### src/hdl/thp_pkg.sv
// shared types, constants and crc function for the thermo-hygro packet decoder
`default_nettype none

package thp_pkg;

  // packet geometry and expected framing
  localparam logic [9:0] PKT_LEN   = 10'd48;
  localparam logic [3:0] ROWS_EXP  = 4'd2;
  localparam int unsigned CRC_BYTES = 5;

  // configuration register reset values
  localparam logic [7:0] CRC_INIT_RST   = 8'h2e;
  localparam logic [7:0] CRC_POLY_RST   = 8'h31;
  localparam logic [7:0] START_BYTE_RST = 8'h00;

  // decode constants
  localparam logic [7:0] HUM_NONE       = 8'hff;
  localparam logic [3:0] SENSOR_ONE_ID  = 4'h7;

  // apb address width and register indexes
  localparam int unsigned ADDR_W = 4;

  typedef enum logic [1:0] {
    REG_CRC_INIT   = 2'd0,
    REG_CRC_POLY   = 2'd1,
    REG_START_BYTE = 2'd2
  } thp_reg_e;

  // error codes, first failing check wins
  typedef enum logic [2:0] {
    ERR_OK    = 3'd0,
    ERR_ROWS  = 3'd1,
    ERR_LEN   = 3'd2,
    ERR_START = 3'd3,
    ERR_CRC   = 3'd4
  } thp_err_e;

  // input transaction payload
  typedef struct packed {
    logic [3:0]  row_count;
    logic [9:0]  bits_in_row;
    logic [47:0] packet_bits;
  } thp_in_t;

  // result transaction payload
  typedef struct packed {
    logic               packet_ok;
    thp_err_e           error_code;
    logic [3:0]         channel;
    logic [1:0]         sensor_number;
    logic signed [11:0] temperature_tenths;
    logic [7:0]         humidity;
    logic               humidity_present;
  } thp_res_t;

  // configuration register set
  typedef struct packed {
    logic [7:0] crc_init;
    logic [7:0] crc_poly;
    logic [7:0] start_byte;
  } thp_cfg_t;

  // data carried down the crc pipeline
  typedef struct packed {
    thp_err_e    err;
    logic [7:0]  crc;
    logic [47:0] pkt;
  } thp_pipe_t;

  // one byte of msb-first crc-8
  function automatic logic [7:0] crc8_byte(input logic [7:0] crc,
                                           input logic [7:0] data,
                                           input logic [7:0] poly);
    logic [7:0] c;
    c = crc ^ data;
    for (int b = 0; b < 8; b++) begin
      c = c[7] ? ({c[6:0], 1'b0} ^ poly) : {c[6:0], 1'b0};
    end
    return c;
  endfunction

endpackage

`default_nettype wire

### src/hdl/thermo_hygro_packet_decoder.sv
// top level of the thermo-hygro packet decoder
// path: an accepted packet passes the five crc stage registers, then the decode register that drives the result strobe
// throughput: one packet per cycle, busy stays low; five crc stages of one byte each
// plus a compare and decode stage set the depth
// reset: rst_ni clears all valid bits and loads the register reset values
// the result strobe lasts one cycle, the receiver cannot stall
`default_nettype none

module thermo_hygro_packet_decoder (
  input  wire logic                        clk_i,
  input  wire logic                        rst_ni,
  input  wire logic                        start,
  output logic                             busy,
  input  wire thp_pkg::thp_in_t            in_i,
  output logic                             done_o,
  output thp_pkg::thp_res_t                res_o,
  input  wire logic                        psel,
  input  wire logic                        penable,
  input  wire logic                        pwrite,
  input  wire logic [thp_pkg::ADDR_W-1:0]  paddr,
  input  wire logic [31:0]                 pwdata,
  output logic      [31:0]                 prdata,
  output logic                             pready
);

  thp_pkg::thp_cfg_t  cfg;
  thp_pkg::thp_pipe_t pipe_s  [thp_pkg::CRC_BYTES+1];
  logic               valid_s [thp_pkg::CRC_BYTES+1];
  thp_pkg::thp_pipe_t pipe_in;
  logic               valid_in;

  // configuration port
  thp_cfg_regs u_cfg (
    .clk_i   (clk_i),
    .rst_ni  (rst_ni),
    .psel    (psel),
    .penable (penable),
    .pwrite  (pwrite),
    .paddr   (paddr),
    .pwdata  (pwdata),
    .prdata  (prdata),
    .pready  (pready),
    .cfg_o   (cfg)
  );

  // pipeline never holds off a transaction
  assign busy = 1'b0;

  // entry: framing checks in priority order, crc seeded
  always_comb begin
    valid_in     = start & ~busy;
    pipe_in.pkt  = in_i.packet_bits;
    pipe_in.crc  = cfg.crc_init;
    if (in_i.row_count != thp_pkg::ROWS_EXP) begin
      pipe_in.err = thp_pkg::ERR_ROWS;
    end else if (in_i.bits_in_row != thp_pkg::PKT_LEN) begin
      pipe_in.err = thp_pkg::ERR_LEN;
    end else if (in_i.packet_bits[47:40] != cfg.start_byte) begin
      pipe_in.err = thp_pkg::ERR_START;
    end else begin
      pipe_in.err = thp_pkg::ERR_OK;
    end
  end

  assign valid_s[0] = valid_in;
  assign pipe_s[0]  = pipe_in;

  // crc stages, one byte each
  for (genvar g = 0; g < thp_pkg::CRC_BYTES; g++) begin : g_crc
    thp_crc_stage u_stage (
      .clk_i   (clk_i),
      .rst_ni  (rst_ni),
      .valid_i (valid_s[g]),
      .pipe_i  (pipe_s[g]),
      .byte_i  (pipe_s[g].pkt[47-8*g -: 8]),
      .poly_i  (cfg.crc_poly),
      .valid_o (valid_s[g+1]),
      .pipe_o  (pipe_s[g+1])
    );
  end

  // compare and decode
  thp_decode u_decode (
    .clk_i   (clk_i),
    .rst_ni  (rst_ni),
    .valid_i (valid_s[thp_pkg::CRC_BYTES]),
    .pipe_i  (pipe_s[thp_pkg::CRC_BYTES]),
    .done_o  (done_o),
    .res_o   (res_o)
  );

endmodule

`default_nettype wire

### src/hdl/thp_cfg_regs.sv
// apb configuration registers for the thermo-hygro packet decoder
`default_nettype none

module thp_cfg_regs (
  input  wire logic                        clk_i,
  input  wire logic                        rst_ni,
  input  wire logic                        psel,
  input  wire logic                        penable,
  input  wire logic                        pwrite,
  input  wire logic [thp_pkg::ADDR_W-1:0]  paddr,
  input  wire logic [31:0]                 pwdata,
  output logic      [31:0]                 prdata,
  output logic                             pready,
  output thp_pkg::thp_cfg_t                cfg_o
);

  thp_pkg::thp_cfg_t cfg_d, cfg_q;
  logic              wr_en;
  logic [1:0]        reg_idx;

  assign pready  = 1'b1;
  assign wr_en   = psel & penable & pwrite & pready;
  assign reg_idx = paddr[3:2];

  // register write decode
  always_comb begin
    cfg_d = cfg_q;
    if (wr_en) begin
      case (reg_idx)
        thp_pkg::REG_CRC_INIT:   cfg_d.crc_init   = pwdata[7:0];
        thp_pkg::REG_CRC_POLY:   cfg_d.crc_poly   = pwdata[7:0];
        thp_pkg::REG_START_BYTE: cfg_d.start_byte = pwdata[7:0];
        default: ;
      endcase
    end
  end

  always_ff @(posedge clk_i or negedge rst_ni) begin
    if (!rst_ni) begin
      cfg_q.crc_init   <= thp_pkg::CRC_INIT_RST;
      cfg_q.crc_poly   <= thp_pkg::CRC_POLY_RST;
      cfg_q.start_byte <= thp_pkg::START_BYTE_RST;
    end else begin
      cfg_q <= cfg_d;
    end
  end

  // read mux
  always_comb begin
    case (reg_idx)
      thp_pkg::REG_CRC_INIT:   prdata = {24'd0, cfg_q.crc_init};
      thp_pkg::REG_CRC_POLY:   prdata = {24'd0, cfg_q.crc_poly};
      thp_pkg::REG_START_BYTE: prdata = {24'd0, cfg_q.start_byte};
      default:                 prdata = 32'd0;
    endcase
  end

  assign cfg_o = cfg_q;

endmodule

`default_nettype wire

### src/hdl/thp_crc_stage.sv
// one pipeline stage folding one packet byte into the running crc
`default_nettype none

module thp_crc_stage (
  input  wire logic               clk_i,
  input  wire logic               rst_ni,
  input  wire logic               valid_i,
  input  wire thp_pkg::thp_pipe_t pipe_i,
  input  wire logic [7:0]         byte_i,
  input  wire logic [7:0]         poly_i,
  output logic                    valid_o,
  output thp_pkg::thp_pipe_t      pipe_o
);

  logic               valid_q;
  thp_pkg::thp_pipe_t pipe_d, pipe_q;

  // crc update for this byte
  always_comb begin
    pipe_d     = pipe_i;
    pipe_d.crc = thp_pkg::crc8_byte(pipe_i.crc, byte_i, poly_i);
  end

  // valid bit
  always_ff @(posedge clk_i or negedge rst_ni) begin
    if (!rst_ni) begin
      valid_q <= 1'b0;
    end else begin
      valid_q <= valid_i;
    end
  end

  // payload register
  always_ff @(posedge clk_i) begin
    pipe_q <= pipe_d;
  end

  assign valid_o = valid_q;
  assign pipe_o  = pipe_q;

endmodule

`default_nettype wire

### src/hdl/thp_decode.sv
// final stage: crc compare and field decode into the result register
`default_nettype none

module thp_decode (
  input  wire logic               clk_i,
  input  wire logic               rst_ni,
  input  wire logic               valid_i,
  input  wire thp_pkg::thp_pipe_t pipe_i,
  output logic                    done_o,
  output thp_pkg::thp_res_t       res_o
);

  logic              done_q;
  thp_pkg::thp_res_t res_d, res_q;
  thp_pkg::thp_err_e err;
  logic [47:0]       inv;
  logic [11:0]       raw_temp;
  logic [11:0]       temp;

  // crc check joins the earlier checks
  always_comb begin
    err = pipe_i.err;
    if (err == thp_pkg::ERR_OK && pipe_i.crc != pipe_i.pkt[7:0]) begin
      err = thp_pkg::ERR_CRC;
    end
  end

  // sign-magnitude temperature to two's complement
  assign inv      = ~pipe_i.pkt;
  assign raw_temp = inv[27:16];
  assign temp     = raw_temp[11] ? (12'd0 - {1'b0, raw_temp[10:0]}) : raw_temp;

  // field decode, all fields zero on error apart from the error code
  always_comb begin
    res_d                    = '0;
    res_d.error_code         = err;
    if (err == thp_pkg::ERR_OK) begin
      res_d.packet_ok          = 1'b1;
      res_d.channel            = {1'b0, inv[34:32]} + 4'd1;
      res_d.sensor_number      = (inv[31:28] == thp_pkg::SENSOR_ONE_ID) ? 2'd1 : 2'd2;
      res_d.temperature_tenths = $signed(temp);
      res_d.humidity           = inv[15:8];
      res_d.humidity_present   = (inv[15:8] != thp_pkg::HUM_NONE);
    end
  end

  // result strobe
  always_ff @(posedge clk_i or negedge rst_ni) begin
    if (!rst_ni) begin
      done_q <= 1'b0;
    end else begin
      done_q <= valid_i;
    end
  end

  // result payload
  always_ff @(posedge clk_i) begin
    res_q <= res_d;
  end

  assign done_o = done_q;
  assign res_o  = res_q;

endmodule

`default_nettype wire

### config.mk
export PLATFORM = sky130hd
export DESIGN_NAME = thermo_hygro_packet_decoder
export DESIGN_NICKNAME = d
export VERILOG_FILES = /design/src/hdl/thp_pkg.sv /design/src/hdl/thermo_hygro_packet_decoder.sv /design/src/hdl/thp_cfg_regs.sv /design/src/hdl/thp_crc_stage.sv /design/src/hdl/thp_decode.sv
export SDC_FILE = /design/constraint.sdc
export NUM_CORES = 1
export LEC_CHECK = 0
export BUFFER_PORTS_ARGS = -buffer_cell sky130_fd_sc_hd__buf_2
export CAP_MARGIN = 20
export CORE_ASPECT_RATIO = 0.8
export CORE_UTILIZATION = 55
export DETAILED_ROUTE_END_ITERATION = 8
export PLACE_DENSITY = 0.79
export SLEW_MARGIN = 5
export SYNTH_ARGS = -nofsm -noshare
export SYNTH_HDL_FRONTEND = slang
export SYNTH_SLANG_ARGS = --single-unit
### constraint.sdc
create_clock -name clk_i -period 8.45 [get_ports clk_i]
set_clock_uncertainty 0.2 [all_clocks]
set_input_delay 0.4225 -clock clk_i [delete_from_list [all_inputs] [get_ports clk_i]]
set_output_delay 0.4225 -clock clk_i [all_outputs]
set_load 0.02 [all_outputs]
Word-level counts from Yosys, hierarchy flattened:

Cells that the tools add are included.

* input port bits: 104
* register bits: 296
* output and inout bits: 66
* logic and storage cells: 152

* bitwise gates (word level): 48
* equal/unequal tests: 8
* $add $sub $neg: 2
* mux-type cells: 47
* reductions and logical operators: 9

Operators with widths (number)
* 8-bit XOR: 45
* 8-bit two-way mux: 40
* 35-bit inverter: 1
* 8-bit one-hot mux with 3 select lines: 1
* 8-bit inequality test: 2
* 1-bit by 11-bit subtractor with 12-bit output (first input constant): 1
* 11-bit two-way mux: 1
* 10-bit by 6-bit inequality test with 1-bit output (second input constant): 1
* 8-bit inequality test (second input constant): 1
* 2-bit AND reduction: 4
* 3-bit logical NOT: 2
* 2-bit two-way mux: 3
* 3-bit by 1-bit adder with 4-bit output (second input constant): 1
* 4-bit by 3-bit == test with 1-bit output (second input constant): 1
* 4-bit by 2-bit inequality test with 1-bit output (second input constant): 1
* 3-bit two-way mux: 1
* 1-bit bitwise AND: 2
* 2-bit by 1-bit == test with 1-bit output (second input constant): 1
* 2-bit == test (second input constant): 1
* 2-bit logical NOT: 1
* 2-bit OR reduction: 1
* 1-bit logical AND: 1
* 1-bit two-way mux: 1

Logic depth before layout (Yosys ltp):

Gate-level depths: netlist of the first run.

* depth in word-level cells: 17
* depth in mapped cells: 14
* mapped depth without buffers: 12

Modules after synthesis:

Synthesis of the first run repeated with hierarchy kept, for this count alone.

* cells, all modules: 1525
* area total of the unflattened synthesis: 16052.9 um2

Modules (own cells, without submodules)
* thp_crc_stage: instances 5, seq. area each 1206.2 um2, area each 2668.8 um2, cells each 257
* thp_cfg_regs: instances 1, seq. area each 609.3 um2, area each 1342.5 um2, cells each 108
* thp_decode: instances 1, seq. area each 645.6 um2, area each 1214.9 um2, cells each 113
* thermo_hygro_packet_decoder: instances 1, seq. area each 0.0 um2, area each 151.4 um2, cells each 19

Worst setup path before layout of the first run:

Ideal clock, no wire load.

* path kind: flip-flop to flip-flop
* start point: register u_cfg.cfg_q, in the netlist u_cfg.cfg_o[14]
* end point: register g_crc[0].u_stage.pipe_q, in the netlist g_crc[0].u_stage.pipe_o[49]
* clock period less this slack: 3445 ps
* buffers on the path: 3
* setup time: 118 ps
* data arrival time: 3127 ps
* setup slack: 5005 ps
* cell stages (with the launch flop): 15
* required time: 8132 ps
* path through: dfrtp_1 buf_2 buf_2 clkbuf_1 o21ai_0 a21oi_1 nor2_2 xor2_2 nand2_1 xnor2_1 xnor3_2 mux2i_4 xnor2_2 nand2_1 xor2_1

RTL lines
* start: declaration: line thp_cfg_regs.sv:17 `thp_pkg::thp_cfg_t cfg_d, cfg_q;`
* start signal: assignment: line thp_cfg_regs.sv:44 `cfg_q <= cfg_d;`
* end signal: assignment: line thp_crc_stage.sv:35 `pipe_q <= pipe_d;`
* end: declaration: line thp_crc_stage.sv:16 `thp_pkg::thp_pipe_t pipe_d, pipe_q;`

==> summary.txt, run 1 <==
Outcome
  – Outcome: finished clean

Synthesis
  – Sequential share of the synthesized area: 42.7%
  – Number of standard cells after synthesis: 1,417
  – Post-Synthesis Cell Area: roughly 0.014 mm2
  – Share of flip-flops with an asynchronous set or reset: 10.3%
  – Post-synth EDFFs: 0
  – Count of state elements after synthesis: 291
  – Avg Synthesized Cell Area: 9.90 um2
  – Number of synthesis warnings: 0
  – Flip-flop cell with the highest count after synthesis: sky130_fd_sc_hd__dfxtp_1
  – Unique masters post-synth: between 70 and 80

GRT
  – Number of antenna violations at the first check in global routing: 0
  – Global-route wire length before repair: 49,300 um
  – Overall fraction of global-route tracks in use: about a quarter
  – Grt ovf: 0
  – Number of global-route vias before repair: between 9,000 and 10,000
  – Pin count of the biggest net entering global routing: 79

Layout
  – Area of the multi-input gates: roughly 0.0076 mm2
  – Area added between synthesis and finish: 15.5%
  – Most frequent standard cell in the layout excluding fill and tap cells: sky130_fd_sc_hd__nand2_1
  – Antenna fix cells: 0
  – Layout fillers: 1,877
  – Highest-count cells in the layout ignoring fill and taps: sky130_fd_sc_hd__nand2_1, sky130_fd_sc_hd__dfxtp_1, sky130_fd_sc_hd__xnor2_1, sky130_fd_sc_hd__buf_2, sky130_fd_sc_hd__xor2_1
  – Count of nets after finishing: 1,668
  – Layout cells sized above 1: a little under a fifth
  – Register area: 0.00599 mm2

Critical path
  – Critical path's largest stage delay: 660 ps
  – Worst Path Max Fanout: 78
  – List of cells traversed by the critical path: buf_4, nor2b_1, buf_4, nand2_1, mux2i_1, nor2_2, xor2_2, nand2_1, xnor2_1, xnor3_2, mux2i_2, xnor2_2, nand2_1, xnor2_1
  – Kind of start point of the critical path: flop
  – Worst path arrival time: 4870 ps
  – Category of the worst setup path capture point: flop
  – Data required time of the worst path: 8700 ps
  – Cell mode on critical path: sky130_fd_sc_hd__nand2_1
  – Worst setup path start: u_cfg.cfg_o[15]
  – Worst-path cell with the longest stage delay: sky130_fd_sc_hd__buf_4
  – Startpoint of the lowest-slack register-to-register path: u_cfg.cfg_o[15]
  – Crit Path Class: reg -> reg

Timing
  – Setup repair after global routing missed its margin: no
  – Setup WS post-layout: 3830 ps
  – Setup TNS: 0 ps
  – Hold Vio Cnt, Final: 0
  – Part of the cycle the worst path needs: between 50% and 60%
  – Pins Over Slew Limit: 0
  – Slew at the pin with the worst max-slew slack: 1000 ps
  – Max transition margin: 33.0%
  – Setup-failing EPs final: 0
  – Max Freq: 216 MHz
  – Worst Hold Margin: 124 ps
  – Final min period: around 4600 ps

Die
  – Die outline area: about 0.026 mm2
  – Effective utilization at floorplan: 56.8%
  – Cell row count: 51
  – Floorplan die width: 181 um
  – Die height: 145 um
  – Count of pins on the block boundary: between 150 and 200
  – Core area: around 0.025 mm2

Route
  – Routed WL: just over 30,000 um
  – Average routed wire per standard cell: 16.1 um
  – DRC: 0
  – Routed via count: 10,200
  – Count of nets left with antenna violations after detail routing: 0
  – Average via count per standard cell: 5.36
  – Violation count after the first detailed-routing iteration: 856
  – Pre-Repair DR Iteration Count: 6

Clock tree
  – Clock latency reported for the late side of the worst-skew pair: 540 ps
  – Max Root-Sink Buffers: 3
  – Sink count of the clock tree: between 200 and 300
  – Cts repair resizes: 0
  – Total CTS buffers: 27
  – Number of buffers inserted for hold repair after clock tree synthesis: 55
  – Clock H-tree levels: 1
  – Clock Tree Root: sky130_fd_sc_hd__clkbuf_16
  – TritonCTS clock tree: yes
  – Worst-path clk slew: 60 ps
  – Setup fix buffers added after clock tree synthesis: 0

Place
  – Pre-CTS setup slack: 3920 ps
  – Count of input and output buffers: 117
  – Half-perimeter wire length of the detailed placement result: a little under 20,000 um
  – GP Congestion: ~0.85

Hold path
  – Classification of the worst-slack hold path: reg -> reg
  – Hold path startpoint: g_crc[0].u_stage.pipe_o[14]

Job
  – Count of maximum capacitance violations: 0
## cells in the mapped netlist, drive strengths merged, types with 14 or more instances
master,n,share of area (%)
nand2,270,7.3
dfxtp,261,37
xnor2,234,17
xor2,94,6.4
nor2,65,1.8
buf,55,2.4
o21ai,50,1.8
clkbuf,35,0.94
and2,27,1.2
mux2i,27,2.1
mux2,26,2.1
a21oi,23,0.82
dfrtp,23,4.1
nand4,17,0.76
o211ai,17,0.91
a211oi,16,1.4
nand3,15,0.54
xnor3,14,2.3
## sequential cells by signal, summed over array words and instances (netlist names)
signal and count:
g_crc.u_stage.pipe_o 230, u_decode.done_o 1, u_decode.res_o 31, g_crc.u_stage.valid_o 5, u_cfg.cfg_o 24
## worst paths after layout
| check | to | slack (ps) | cells after the start |
|---|---|---|---|
| setup / recovery | g_crc[1].u_stage.pipe_o[51] | 3830 | 14 |
| setup reg to reg | g_crc[1].u_stage.pipe_o[51] | 3830 | 14 |
| hold / removal | g_crc[1].u_stage.pipe_o[14] | 120 | 0 |
| hold reg to reg | g_crc[1].u_stage.pipe_o[14] | 120 | 0 |
| max in group asynchronous | u_cfg.cfg_o[15] | 7310 | 2 |
| min in group asynchronous | u_cfg.cfg_o[14] | 270 | 2 |
## kinds of logic (layout without fill, tap and decap cells)
| family | count (synthesis) | after routing | share of synthesized area (%) |
|---|---|---|---|
| muxes | 53 | 53 | 4.18 |
| buffers and inverters | 98 | 238 | 3.51 |
| xor gates and xnor gates | 342 | 342 | 25.8 |
| AOI/OAI and AO/OA | 175 | 175 | 9.14 |
| and+or+nand+nor | 454 | 454 | 14.4 |
| adders and majority gates | 2 | 2 | 0.178 |
| other | 2 | 26 | 0.0535 |
| DFF | 291 | 291 | 42.7 |
## stage by stage
stage	util [%]	instances	area, um2
floorplan	-	1441	14100
global placement	59.5	1794	14700
detailed placement	59.5	1794	14700
CTS	65.6	1897	16200
global route	65.6	1899	16200
finish	65.6	1899	16200
## cell type report
type | count | share of cell area [%]
sequential | 291 | 37.0
clock inverter | 13 | 1.14
inverter | 8 | 0.185
clock buffer | 35 | 4.67
tap | 318 | 2.46
multi-input combinational | 1052 | 47.2
timing repair buffer | 182 | 7.45
## critical path: cells and delay by family, from the launching register on
family	cells	cell delay [ps]
DFF	1	360
muxes	2	460
and+or+nand+nor	5	880
xor gates and xnor gates	5	1640
buffers and inverters	2	940
## layer usage
metal / wire length, um / part of all wire [%] / track usage [%] / up-vias
met2: 14700 / 48 / 40.0 / 377
met5: 0 / 0 / 0 / -
met1: 13000 / 43 / 30.4 / 4797
met4: 823 / 2.7 / 7.92 / 0
met3: 1960 / 6.4 / 3.83 / 67
li1: - / - / - / 4929
Power of run 1 is not shown: default switching activity piles up to over one toggle a cycle in this logic, so the estimate is an artifact.
==> inputs of run 2 (changes only) <==
==> constraint.sdc (replaced) <==
create_clock -name clk_i -period 4.52 [get_ports clk_i]
set_clock_uncertainty 0.2 [all_clocks]
set_input_delay 0.226 -clock clk_i [delete_from_list [all_inputs] [get_ports clk_i]]
set_output_delay 0.226 -clock clk_i [all_outputs]
set_load 0.02 [all_outputs]
==> summary.txt, run 2 (synthesized netlist as in run 1, its figures left out) <==
Critical path
  – Cell family with most CP delay: XOR/XNOR gates (unchanged)
  – CP Depth: 12 (was 14)
  – Critical path's largest stage delay: 450 ps (was 660 ps)
  – List of cells traversed by the critical path: inv_2, nand2_2, o32ai_1, o21ai_1, a211oi_4, xnor2_2, nand2_1, xnor2_1, xor2_1, xnor2_2, nand2_1, xor2_1 (was buf_4, nor2b_1, buf_4, nand2_1, mux2i_1, nor2_2, xor2_2, nand2_1, xnor2_1, xnor3_2, mux2i_2, xnor2_2, nand2_1, xnor2_1)
  – Worst Path Max Fanout: 21 (was 78)
  – Worst path arrival time: 4350 ps (was 4870 ps)
  – Kind of start point of the critical path: flop (unchanged)
  – Reg2reg end: g_crc[2].u_stage.pipe_o[49] (was g_crc[1].u_stage.pipe_o[51])
  – Category of the worst setup path capture point: flop (unchanged)
  – Crit Path Class: reg -> reg (unchanged)
  – Startpoint of the lowest-slack register-to-register path: u_cfg.cfg_o[14] (was u_cfg.cfg_o[15])
  – Reg-to-reg setup timing slack: 390 ps (was 3830 ps)
  – Count of cells along the worst register-to-register path: 12 (was 14)
  – Worst-path cell with the longest stage delay: sky130_fd_sc_hd__o32ai_1 (was sky130_fd_sc_hd__buf_4)
  – Data required time of the worst path: 4740 ps (was 8700 ps)
  – CP Buf/Inv Count: 1 (was 2)

Clock tree
  – Sink count of the clock tree: 291 (unchanged)
  – Total CTS buffers: 27 (unchanged)
  – Max Root-Sink Buffers: 3 (unchanged)
  – Clock latency reported for the late side of the worst-skew pair: 530 ps (was 540 ps)
  – Worst-path clk slew: 70 ps (was 60 ps)
  – Clock H-tree levels: 1 (unchanged)
  – Setup fix buffers added after clock tree synthesis: 0 (unchanged)
  – Clock Tree Root: sky130_fd_sc_hd__clkbuf_16 (unchanged)
  – TritonCTS clock tree: yes (unchanged)

Timing
  – Slew at the pin with the worst max-slew slack: 1080 ps (was 1000 ps)
  – Max transition margin: 27.4% (was 33.0%)
  – Setup TNS: 0 ps (unchanged)
  – Setup WS post-layout: 393 ps (was 3830 ps)
  – Hold Vio Cnt, Final: 0 (unchanged)
  – Final min period: 4130 ps (was 4620 ps)
  – Max Freq: 242 MHz (was 216 MHz)
  – Setup-failing EPs final: 0 (unchanged)
  – Part of the cycle the worst path needs: 91.3% (was 54.7%)
  – Pins Over Slew Limit: 0 (unchanged)
  – Setup repair after global routing missed its margin: no (unchanged)

Route
  – Violation count after the first detailed-routing iteration: 774 (was 856)
  – Average routed wire per standard cell: 15.8 um (was 16.1 um)
  – Routed WL: 30,500 um (about the same)
  – Routed via count: 10,300 (was 10,200)
  – Average via count per standard cell: 5.35 (was 5.36)
  – DRC: 0 (unchanged)
  – Pre-Repair DR Iteration Count: 5 (was 6)
  – Count of nets left with antenna violations after detail routing: 0 (unchanged)

Die
  – Count of pins on the block boundary: 170 (unchanged)
  – Die outline area: 0.0261 mm2 (unchanged)
  – Die height: 145 um (unchanged)
  – Cell row count: 51 (unchanged)
  – Effective utilization at floorplan: 56.8% (unchanged)
  – Core area: 0.0247 mm2 (unchanged)
  – Floorplan die width: 181 um (unchanged)

Layout
  – Layout cells sized above 1: 19.3% (was 18.3%)
  – Highest-count cells in the layout ignoring fill and taps: sky130_fd_sc_hd__nand2_1, sky130_fd_sc_hd__dfxtp_1, sky130_fd_sc_hd__xnor2_1, sky130_fd_sc_hd__buf_2, sky130_fd_sc_hd__xor2_1 (unchanged)
  – Area added between synthesis and finish: 16.8% (was 15.5%)
  – Antenna fix cells: 0 (unchanged)
  – Count of nets after finishing: 1,692 (was 1,668)
  – Final core area utilization: 66.3% (was 65.6%)
  – Most frequent standard cell in the layout excluding fill and tap cells: sky130_fd_sc_hd__nand2_1 (unchanged)
  – Flip-flop count of the largest register after layout: 230 (unchanged)

Outcome
  – Outcome: finished clean (unchanged)

Place
  – GP Congestion: 0.877 (was 0.846)
  – Half-perimeter wire length of the detailed placement result: 20,200 um (was 19,400 um)
  – Pre-CTS setup slack: 526 ps (was 3920 ps)
  – Count of input and output buffers: 117 (unchanged)

Hold path
  – Classification of the worst-slack hold path: in -> async (was reg -> reg)

GRT
  – Number of antenna violations at the first check in global routing: 0 (unchanged)
  – Grt ovf: 0 (unchanged)
  – Global-route wire length before repair: 48,600 um (was 49,300 um)
  – Overall fraction of global-route tracks in use: 23.2% (was 23.4%)
  – Number of global-route vias before repair: 9,663 (was 9,739)
  – Pin count of the biggest net entering global routing: 59 (was 79)

Job
  – Count of maximum capacitance violations: 0 (unchanged)
[run 2: how the worst max path moves through the flow]
stage / startpoint / endpoint / slack, ps
global placement: u_cfg.cfg_o[14] / g_crc[2].u_stage.pipe_o[49] / 630
detailed placement: u_cfg.cfg_o[14] / g_crc[2].u_stage.pipe_o[49] / 530
CTS: u_cfg.cfg_o[14] / g_crc[2].u_stage.pipe_o[49] / 480
global route: u_cfg.cfg_o[14] / g_crc[2].u_stage.pipe_o[49] / 170
floorplan: u_cfg.cfg_o[14] / g_crc[0].u_stage.pipe_o[49] / 1080
finish: u_cfg.cfg_o[14] / g_crc[2].u_stage.pipe_o[49] / 390
[run 2: per-stage QoR]
stage / hold slack, ps / cell area, um2 / instances
floorplan: -270 / 14100 / 1441
global route: 80.8 / 16400 / 1923
detailed placement: 96.0 / 14900 / 1818
finish: 59.9 / 16400 / 1923
CTS: 70.6 / 16400 / 1922
global placement: 84.7 / 14900 / 1818
[run 2: timing repair]
action / CTS / global route
endpoints found under the setup margin: 0 / 0
hold endpoints to repair: 97 / 0
gates resized for setup: 0 / 0
hold buffers: 56 / 0
[run 2: layer usage]
metal | vias up | track usage [%] | part of all wire, % | wire length [um]
met4 | 0 | 8.37 | 3.0 | 926
met5 | - | 0 | 0 | 0
met3 | 73 | 3.50 | 6.4 | 1950
li1 | 4980 | - | - | -
met1 | 4846 | 30.6 | 44 | 13400
met2 | 384 | 38.9 | 46 | 14200
[run 2: layout make-up]
type | count | area, um2
fillers | 1871 | 8310
multi-input cells | 1052 | 7640
flip-flops and latches | 291 | 5990
repair buffers | 206 | 1440
clock buffers | 39 | 781
well taps | 318 | 398
clock inverters | 9 | 108
inverters | 8 | 30.0
Power of run 2 is left out for the same reason.
